[config.mk]
export PLATFORM = sky130hd
export DESIGN_NAME = radix64_armor_encoder_crc24_top
export DESIGN_NICKNAME = d
export VERILOG_FILES = /design/src/sv/r64a_pkg.sv /design/src/sv/r64a_front.sv /design/src/sv/r64a_queue.sv /design/src/sv/r64a_back.sv /design/src/sv/radix64_armor_encoder_crc24_top.sv
export SDC_FILE = /design/constraint.sdc
export NUM_CORES = 1
export LEC_CHECK = 0
export BUFFER_PORTS_ARGS = -buffer_cell sky130_fd_sc_hd__buf_2
export CAP_MARGIN = 20
export CORE_MARGIN = 8
export CORE_UTILIZATION = 47
export CTS_BUF_LIST = sky130_fd_sc_hd__clkbuf_8
export DETAILED_ROUTE_END_ITERATION = 8
export MAX_ROUTING_LAYER = met4
export SLEW_MARGIN = 20
export SYNTH_ARGS = -nofsm -noshare
export SYNTH_HDL_FRONTEND = slang
export SYNTH_SLANG_ARGS = --single-unit
[constraint.sdc]
create_clock -name clk -period 11.1 [get_ports clk]
set_input_delay 1.665 -clock clk [delete_from_list [all_inputs] [get_ports clk]]
set_output_delay 1.665 -clock clk [all_outputs]
set_load 0.005 [all_outputs]
[src/sv/r64a_pkg.sv]
// ----------------------------------------------------------------------------
// r64a_pkg - shared types, constants and functions of the radix-64 encoder
// Word formats, queue entry, CRC-24 step and the character tables.
// ----------------------------------------------------------------------------
package r64a_pkg;

    // Input and output words
    typedef struct packed {
        logic       mode;
        logic [7:0] data_byte;
    } src_word_t;

    typedef struct packed {
        logic [7:0] out_char;
        logic       last;
    } dst_word_t;

    // Input item modes
    localparam logic MODE_DATA   = 1'b0;
    localparam logic MODE_FINISH = 1'b1;

    // Job kinds in the queue
    localparam logic JOB_DATA = 1'b0;
    localparam logic JOB_FIN  = 1'b1;

    // One queued job: one or two sextets of a data byte, or a finish sequence
    typedef struct packed {
        logic        kind;
        logic        two;       // data job gives two characters
        logic [5:0]  s0;        // first sextet, or pending sextet of finish
        logic [5:0]  s1;        // second sextet of a data job
        logic [1:0]  phase;     // group phase at finish
        logic [23:0] crc;       // checksum at finish
    } job_t;

    localparam logic [23:0] CRC_INIT = 24'hB704CE;
    localparam logic [23:0] CRC_POLY = 24'h864CFB;  // x^24 term implied

    localparam int          QUEUE_DEPTH = 2;

    // Positions in the finish sequence
    localparam logic [5:0] POS_PAD1  = 6'd1;
    localparam logic [5:0] POS_PAD2  = 6'd2;
    localparam logic [5:0] POS_CR    = 6'd3;
    localparam logic [5:0] POS_LF    = 6'd4;
    localparam logic [5:0] POS_EQ    = 6'd5;
    localparam logic [5:0] POS_CRC0  = 6'd6;
    localparam logic [5:0] POS_CRC1  = 6'd7;
    localparam logic [5:0] POS_CRC2  = 6'd8;
    localparam logic [5:0] POS_CRC3  = 6'd9;
    localparam logic [5:0] POS_TRAIL = 6'd10;
    localparam logic [5:0] POS_LAST  = 6'd40;

    localparam logic [7:0] ASCII_CR = 8'h0D;
    localparam logic [7:0] ASCII_LF = 8'h0A;
    localparam logic [7:0] ASCII_EQ = 8'h3D;

    function automatic logic [23:0] crc_step(input logic [23:0] crc_in,
                                             input logic [7:0]  b);
        logic [23:0] c;
        c = crc_in ^ {b, 16'h0000};
        for (int k = 0; k < 8; k++) begin
            c = c[23] ? ({c[22:0], 1'b0} ^ CRC_POLY) : {c[22:0], 1'b0};
        end
        return c;
    endfunction

    function automatic logic [7:0] b64_char(input logic [5:0] v);
        logic [7:0] w;
        w = {2'b00, v};
        if (v < 6'd26)
            return w + 8'h41;
        else if (v < 6'd52)
            return w + 8'h47;           // 'a' - 26
        else if (v < 6'd62)
            return w - 8'h04;           // '0' - 52
        else if (v == 6'd62)
            return 8'h2B;
        else
            return 8'h2F;
    endfunction

    // Closing trailer line, CR LF on both sides
    function automatic logic [7:0] trailer_char(input logic [4:0] idx);
        case (idx)
            5'd0:  return ASCII_CR;
            5'd1:  return ASCII_LF;
            5'd2, 5'd3, 5'd4, 5'd5, 5'd6: return 8'h2D;
            5'd7:  return 8'h45;
            5'd8:  return 8'h4E;
            5'd9:  return 8'h44;
            5'd10: return 8'h20;
            5'd11: return 8'h50;
            5'd12: return 8'h47;
            5'd13: return 8'h50;
            5'd14: return 8'h20;
            5'd15: return 8'h53;
            5'd16: return 8'h49;
            5'd17: return 8'h47;
            5'd18: return 8'h4E;
            5'd19: return 8'h41;
            5'd20: return 8'h54;
            5'd21: return 8'h55;
            5'd22: return 8'h52;
            5'd23: return 8'h45;
            5'd24, 5'd25, 5'd26, 5'd27, 5'd28: return 8'h2D;
            5'd29: return ASCII_CR;
            5'd30: return ASCII_LF;
            default: return 8'h00;
        endcase
    endfunction

    function automatic logic [5:0] start_pos(input job_t j);
        if (j.kind == JOB_FIN && j.phase == 2'd0)
            return POS_CR;
        else
            return 6'd0;
    endfunction

    function automatic logic is_last(input job_t j, input logic [5:0] pos);
        if (j.kind == JOB_FIN)
            return pos == POS_LAST;
        else
            return pos == {5'd0, j.two};
    endfunction

    function automatic logic [5:0] next_pos(input job_t j, input logic [5:0] pos);
        if (j.kind == JOB_FIN && j.phase == 2'd2 && pos == POS_PAD1)
            return POS_CR;
        else
            return pos + 6'd1;
    endfunction

    function automatic logic [7:0] char_at(input job_t j, input logic [5:0] pos);
        logic [5:0] t;
        t = pos - POS_TRAIL;
        if (j.kind == JOB_DATA)
            return pos[0] ? b64_char(j.s1) : b64_char(j.s0);
        case (pos)
            6'd0:     return b64_char(j.s0);
            POS_PAD1: return ASCII_EQ;
            POS_PAD2: return ASCII_EQ;
            POS_CR:   return ASCII_CR;
            POS_LF:   return ASCII_LF;
            POS_EQ:   return ASCII_EQ;
            POS_CRC0: return b64_char(j.crc[23:18]);
            POS_CRC1: return b64_char(j.crc[17:12]);
            POS_CRC2: return b64_char(j.crc[11:6]);
            POS_CRC3: return b64_char(j.crc[5:0]);
            default:  return trailer_char(t[4:0]);
        endcase
    endfunction

endpackage

[src/sv/r64a_front.sv]
// ----------------------------------------------------------------------------
// r64a_front - input side of the radix-64 encoder
// Accepts words, updates CRC, phase and carry, and queues one job per word.
// ----------------------------------------------------------------------------
module r64a_front
    import r64a_pkg::*;
(
    input  logic      clk,
    input  logic      rst_n,
    input  logic      src_valid,
    output logic      src_stall,
    input  src_word_t src,
    input  logic      q_full,
    output logic      q_push,
    output job_t      q_job
);

    logic [23:0] crc_reg,   crc_next;
    logic [1:0]  phase_reg, phase_next;
    logic [5:0]  carry_reg, carry_next;
    logic [1:0]  ph;

    assign src_stall = q_full;
    assign q_push    = src_valid && !q_full;
    // phase 3 is unreachable; treat it as a group boundary
    assign ph        = (phase_reg == 2'd3) ? 2'd0 : phase_reg;

    always_comb
    begin
        crc_next   = crc_reg;
        phase_next = phase_reg;
        carry_next = carry_reg;
        q_job      = '0;
        q_job.phase = ph;
        q_job.crc   = crc_reg;
        if (src.mode == MODE_DATA)
        begin
            q_job.kind = JOB_DATA;
            crc_next   = crc_step(crc_reg, src.data_byte);
            case (ph)
                2'd0:
                begin
                    q_job.s0   = src.data_byte[7:2];
                    carry_next = {src.data_byte[1:0], 4'b0000};
                    phase_next = 2'd1;
                end
                2'd1:
                begin
                    q_job.s0   = carry_reg | {2'b00, src.data_byte[7:4]};
                    carry_next = {src.data_byte[3:0], 2'b00};
                    phase_next = 2'd2;
                end
                default:
                begin
                    q_job.two  = 1'b1;
                    q_job.s0   = carry_reg | {4'b0000, src.data_byte[7:6]};
                    q_job.s1   = src.data_byte[5:0];
                    carry_next = 6'd0;
                    phase_next = 2'd0;
                end
            endcase
        end
        else
        begin
            // finish: snapshot the checksum, then return to reset values
            q_job.kind = JOB_FIN;
            q_job.s0   = carry_reg;
            crc_next   = CRC_INIT;
            phase_next = 2'd0;
            carry_next = 6'd0;
        end
    end

    always_ff @(posedge clk or negedge rst_n)
    begin
        if (!rst_n)
        begin
            crc_reg   <= CRC_INIT;
            phase_reg <= 2'd0;
            carry_reg <= 6'd0;
        end
        else if (q_push)
        begin
            crc_reg   <= crc_next;
            phase_reg <= phase_next;
            carry_reg <= carry_next;
        end
    end

endmodule

[src/sv/r64a_queue.sv]
// ----------------------------------------------------------------------------
// r64a_queue - two-entry job queue between front and back
// Lets the input side run ahead while the output side is stalled.
// ----------------------------------------------------------------------------
module r64a_queue
    import r64a_pkg::*;
(
    input  logic clk,
    input  logic rst_n,
    input  logic push,
    input  job_t push_job,
    output logic full,
    input  logic pop,
    output logic head_valid,
    output job_t head_job
);

    job_t       mem_reg [QUEUE_DEPTH];
    logic       wr_ptr_reg, wr_ptr_next;
    logic       rd_ptr_reg, rd_ptr_next;
    logic [1:0] count_reg,  count_next;

    assign full       = count_reg == 2'(QUEUE_DEPTH);
    assign head_valid = count_reg != 2'd0;
    assign head_job   = mem_reg[rd_ptr_reg];

    always_comb
    begin
        wr_ptr_next = push ? !wr_ptr_reg : wr_ptr_reg;
        rd_ptr_next = pop  ? !rd_ptr_reg : rd_ptr_reg;
        count_next  = count_reg + {1'b0, push} - {1'b0, pop};
    end

    always_ff @(posedge clk or negedge rst_n)
    begin
        if (!rst_n)
        begin
            wr_ptr_reg <= 1'b0;
            rd_ptr_reg <= 1'b0;
            count_reg  <= 2'd0;
        end
        else
        begin
            wr_ptr_reg <= wr_ptr_next;
            rd_ptr_reg <= rd_ptr_next;
            count_reg  <= count_next;
        end
    end

    always_ff @(posedge clk)
    begin
        if (push)
            mem_reg[wr_ptr_reg] <= push_job;
    end

endmodule

[src/sv/r64a_back.sv]
// ----------------------------------------------------------------------------
// r64a_back - output side of the radix-64 encoder
// Expands jobs into characters at an output register, one per unstalled cycle.
// ----------------------------------------------------------------------------
module r64a_back
    import r64a_pkg::*;
(
    input  logic      clk,
    input  logic      rst_n,
    input  logic      head_valid,
    input  job_t      head_job,
    output logic      pop,
    output logic      dst_valid,
    input  logic      dst_stall,
    output dst_word_t dst
);

    logic       busy_reg, busy_next;
    job_t       job_reg,  job_next;
    logic [5:0] pos_reg,  pos_next;
    logic       dvalid_reg, dvalid_next;
    dst_word_t  dword_reg,  dword_next;

    job_t       cur_job;
    logic [5:0] cur_pos;
    logic       have_src;
    logic       advance;
    logic       fire;
    logic       cur_last;

    // work from the held job, else straight from the queue head
    assign cur_job  = busy_reg ? job_reg : head_job;
    assign cur_pos  = busy_reg ? pos_reg : start_pos(head_job);
    assign have_src = busy_reg || head_valid;
    assign advance  = !dvalid_reg || !dst_stall;
    assign fire     = advance && have_src;
    assign pop      = fire && !busy_reg;
    assign cur_last = is_last(cur_job, cur_pos);

    assign dst_valid = dvalid_reg;
    assign dst       = dword_reg;

    always_comb
    begin
        busy_next   = busy_reg;
        job_next    = job_reg;
        pos_next    = pos_reg;
        dvalid_next = dvalid_reg;
        dword_next  = dword_reg;
        if (advance)
            dvalid_next = have_src;
        if (fire)
        begin
            dword_next.out_char = char_at(cur_job, cur_pos);
            dword_next.last     = cur_last;
            busy_next           = !cur_last;
            job_next            = cur_job;
            pos_next            = next_pos(cur_job, cur_pos);
        end
    end

    always_ff @(posedge clk or negedge rst_n)
    begin
        if (!rst_n)
        begin
            busy_reg   <= 1'b0;
            dvalid_reg <= 1'b0;
        end
        else
        begin
            busy_reg   <= busy_next;
            dvalid_reg <= dvalid_next;
        end
    end

    always_ff @(posedge clk)
    begin
        job_reg   <= job_next;
        pos_reg   <= pos_next;
        dword_reg <= dword_next;
    end

endmodule

[src/sv/radix64_armor_encoder_crc24_top.sv]
// ----------------------------------------------------------------------------
// radix64_armor_encoder_crc24_top - radix-64 armor encoder with CRC-24 trailer
// Encodes a byte stream to base64 characters and closes each message with
// padding, the checksum line and a fixed trailer line.
// ----------------------------------------------------------------------------
//
//  channel | direction | word       | handshake
//  --------+-----------+------------+--------------------------------------
//  src     | in        | src_word_t | src_valid, src_stall (driven here)
//  dst     | out       | dst_word_t | dst_valid, dst_stall (driven outside)
//
//  A data word gives the output stage one character at group phase 0 or 1
//  and two at phase 2; a finish word gives 38, 40 or 41 characters. The
//  single output register sends one character per cycle while dst_stall
//  is low.
//  Reset clears the queue, the output register valid, the CRC (to its init
//  value), the phase and the carry. A stall at the output holds the current
//  word; the two-entry queue keeps taking input words until it fills.
//
module radix64_armor_encoder_crc24_top
    import r64a_pkg::*;
(
    input  logic      clk,
    input  logic      rst_n,
    input  logic      src_valid,
    output logic      src_stall,
    input  src_word_t src,
    output logic      dst_valid,
    input  logic      dst_stall,
    output dst_word_t dst
);

    // Front-to-queue and queue-to-back job traffic
    logic q_full;
    logic q_push;
    job_t q_push_job;
    logic q_pop;
    logic q_head_valid;
    job_t q_head_job;

    // Classify each input word, advance CRC and phase, emit one job
    r64a_front u_front (
        .clk       (clk),
        .rst_n     (rst_n),
        .src_valid (src_valid),
        .src_stall (src_stall),
        .src       (src),
        .q_full    (q_full),
        .q_push    (q_push),
        .q_job     (q_push_job)
    );

    // Decouple the two sides
    r64a_queue u_queue (
        .clk        (clk),
        .rst_n      (rst_n),
        .push       (q_push),
        .push_job   (q_push_job),
        .full       (q_full),
        .pop        (q_pop),
        .head_valid (q_head_valid),
        .head_job   (q_head_job)
    );

    // Expand each job into characters at the output register
    r64a_back u_back (
        .clk        (clk),
        .rst_n      (rst_n),
        .head_valid (q_head_valid),
        .head_job   (q_head_job),
        .pop        (q_pop),
        .dst_valid  (dst_valid),
        .dst_stall  (dst_stall),
        .dst        (dst)
    );

endmodule

==> results.toml <==
[global_route]
grt_pass1_wl_mm = 40.7
grt_overflow = 0
antenna_found_initial = 0
grt_max_degree = 77
gr-usage-all-layers_pct = 19.8
grt_pass1_vias = 7255

[clock_tree]
clkSlewWorstSetupHoldPaths_ps = 100
cts_htree_levels = 4
cts_setup_buffers = 0
post_cts_resized = 0
hold_buffers = 0
cts_root_buf = "clkbuf_8"
clock_latency_ps = 470
cts_buffers = 17
cts_tree = "yes"
clock_sinks = 171
clock_path_buffers = 2

[worst_setup_path]
cpPeakStageDelay_ps = 650
path_cells = "buf_4 -> nor4bb_1 -> nor3_1 -> a21oi_2 -> inv_2 -> ha_1 -> a21boi_0 -> o22ai_1 -> o31ai_1 -> a21oi_1 -> nand2_1 -> nor4_1 -> o21ai_0 -> o211a_1"
start_kind = "flop"
crit_buf_inv = 2
r2r_slack_ps = 6760
critPathTopFamily = "compound AO/OA/AOI/OAI gates"
rr_endpoint = "u_back.dst[4]"
cp_slowest_cell = "a21oi_2"
cp_data_arrival_time_ps = 4560
r2r_start = "u_queue.rd_ptr_reg"
cp_data_required_time_ps = 11320
reg2reg_depth = 14
end_kind = "flop"
cp_max_fo = 43
criticalPathCategory = "flop to flop"

[flow_run]
cap_violations = 0

[placed_design]
numPortBuffers = 23
dp_hpwl_mm = 18.5
place_congestion = 0.925

[yosys]
yosys_warnings = 0
ys_async_sr_fraction_pct = 21.1
synth-edff-count = 135
synth.avg_cell_area_um2 = 10.4
ys.flop_type = "edfxtp_1"
syn_inst = 993
yosysTopAreaCell = "edfxtp_1"
synth_top_area_share_pct = 39.2
ys_seq_elements = 171
synth.distinct_cells = 74
synthTopCellsByArea = "edfxtp_1 39%, dfrtp_1 5.8%, ha_1 5.7%"
synthesis.area_um2 = 10300
ys_seq_area_share_pct = 48.0
synthesis.nets = 1053

[min_path]
hold_path.class = "flop to flop"
worstHoldPathCells = 2
hp-start = "u_front.crc_reg[10]"
hold_end = "u_front.crc_reg[10]"

[finish]
diodes = 0
num-fill-cells = 1960
largest_reg_flops = 80
fin_util_pct = 51.1
area_delta_synth_final_pct = 7.14
layout-drive-gt1-share_pct = 10.6
nets = 1064
seqCellArea_um2 = 4970
multi_input_area_um2 = 4970

[timing]
skew_ps = 25.6
fin_setup_tns_ps = 0
worst_pin_slew_ps = 984
rsz0062_at_grt = "false"
post-route-period-util_pct = 39.1
timing.fmax_ghz = 0.231
hold_viol_final = 0
maxSlewViolCount = 0
setup_viol = 0
fin_crit_ps = 4340
slew_headroom_pct = 34.4

[route]
drt_first_pass_iters = 5
drt_iter0_markers = 678
wl_met3_mm = 1.31
vias = 7608
ant_nets = 0
drc = 0
routedWlPerCell_um = 19.7
route.met2.wl_mm = 11.5
vias_per_cell = 5.87
wirelength_met1_mm = 12.4
routed_wl_mm = 25.5
dr.max_layer_used = "met4"

[die]
die_x_um = 164
num_rows = 54
start_util_pct = 47.7
die_area_um2 = 27000
core_um2 = 21700
io_pins = 24
die_h_um = 164

[status]
outcome = "complete, no violations"
## cells in the mapped netlist, drive strengths merged, types with 16 or more instances
library cell,n
a21oi,62
a31oi,22
buf,17
clkbuf,22
dfrtp,24
edfxtp,135
ha,47
inv,55
mux2i,46
nand2,100
nand3,19
nor2,70
nor3,17
o21ai,59
xnor2,61
xor2,16
## tightest hold or removal path, stage by stage, from the launching register on
cell and delay, ps:
dfstp_2 410, nand2_1 60, nand2_1 40
## placed cells by master (no fill, tap or decap), types with 10 or more instances in the layout
| master | count |
|---|---|
| o211ai_1 | 11 |
| xnor2_1 | 61 |
| o21ai_1 | 10 |
| inv_1 | 52 |
| o21ai_0 | 46 |
| buf_2 | 23 |
| mux2i_1 | 46 |
| ha_1 | 47 |
| dfstp_2 | 12 |
| a211oi_1 | 15 |
| nor2_1 | 69 |
| dfrtp_1 | 22 |
| a31oi_1 | 22 |
| nor3_1 | 15 |
| o22ai_1 | 13 |
| a22o_1 | 14 |
| edfxtp_1 | 135 |
| nand2_1 | 100 |
| clkbuf_8 | 17 |
| a21oi_1 | 59 |
| mux2_2 | 10 |
| o21a_1 | 15 |
| nand3_1 | 19 |
| xor2_1 | 16 |
| nor2b_1 | 13 |
## cell type report
class | count | share of cell area, %
inverter | 56 | 1.90
multi-input combinational | 727 | 44.8
sequential | 171 | 44.8
tap | 280 | 3.16
clock inverter | 15 | 1.58
timing repair buffer | 31 | 1.58
clock buffer | 17 | 2.11
## worst max path at each step
stage | startpoint | cells after the start | to
after detailed placement | u_queue.rd_ptr_reg | 14 | u_back.dst[4]
after global routing | u_queue.rd_ptr_reg | 14 | u_back.dst[4]
after global placement | u_queue.rd_ptr_reg | 14 | u_back.dst[4]
after CTS | u_queue.rd_ptr_reg | 14 | u_back.dst[4]
final | u_queue.rd_ptr_reg | 14 | u_back.dst[4]
after floorplan | src_valid | 3 | u_queue.mem_reg[0][0]
## cells by family after synthesis
family | count (synthesis) | share of synthesized area (%)
AO/OA/AOI/OAI | 281 | 18.4
adder cells (fa/ha/maj) | 47 | 5.68
flip-flops | 171 | 48.0
buffers and inverters | 95 | 4.03
XOR/XNOR | 77 | 6.52
AND/OR/NAND/NOR | 265 | 11.7
multiplexers | 57 | 5.68
## metrics by stage
step / area, um^2 / hold slack (ps) / instances / setup WS (ps)
after floorplan: 10300 / 441 / 993 / 6960
after global placement: 10700 / 478 / 1265 / 6960
final: 11100 / 497 / 1297 / 6760
after global routing: 11100 / 521 / 1297 / 6340
after CTS: 11100 / 496 / 1297 / 6800
after detailed placement: 10700 / 480 / 1265 / 6830
## metal layers
metal  vias to the layer above  GRT usage (%)
met1                      3638           27.9
met3                        28           2.77
met5                         -              -
met4                         0           4.83
met2                       247           29.9
li1                       3695              -
Power is not shown: default switching activity piles up to over one toggle a cycle in this logic, so the estimate is an artifact.
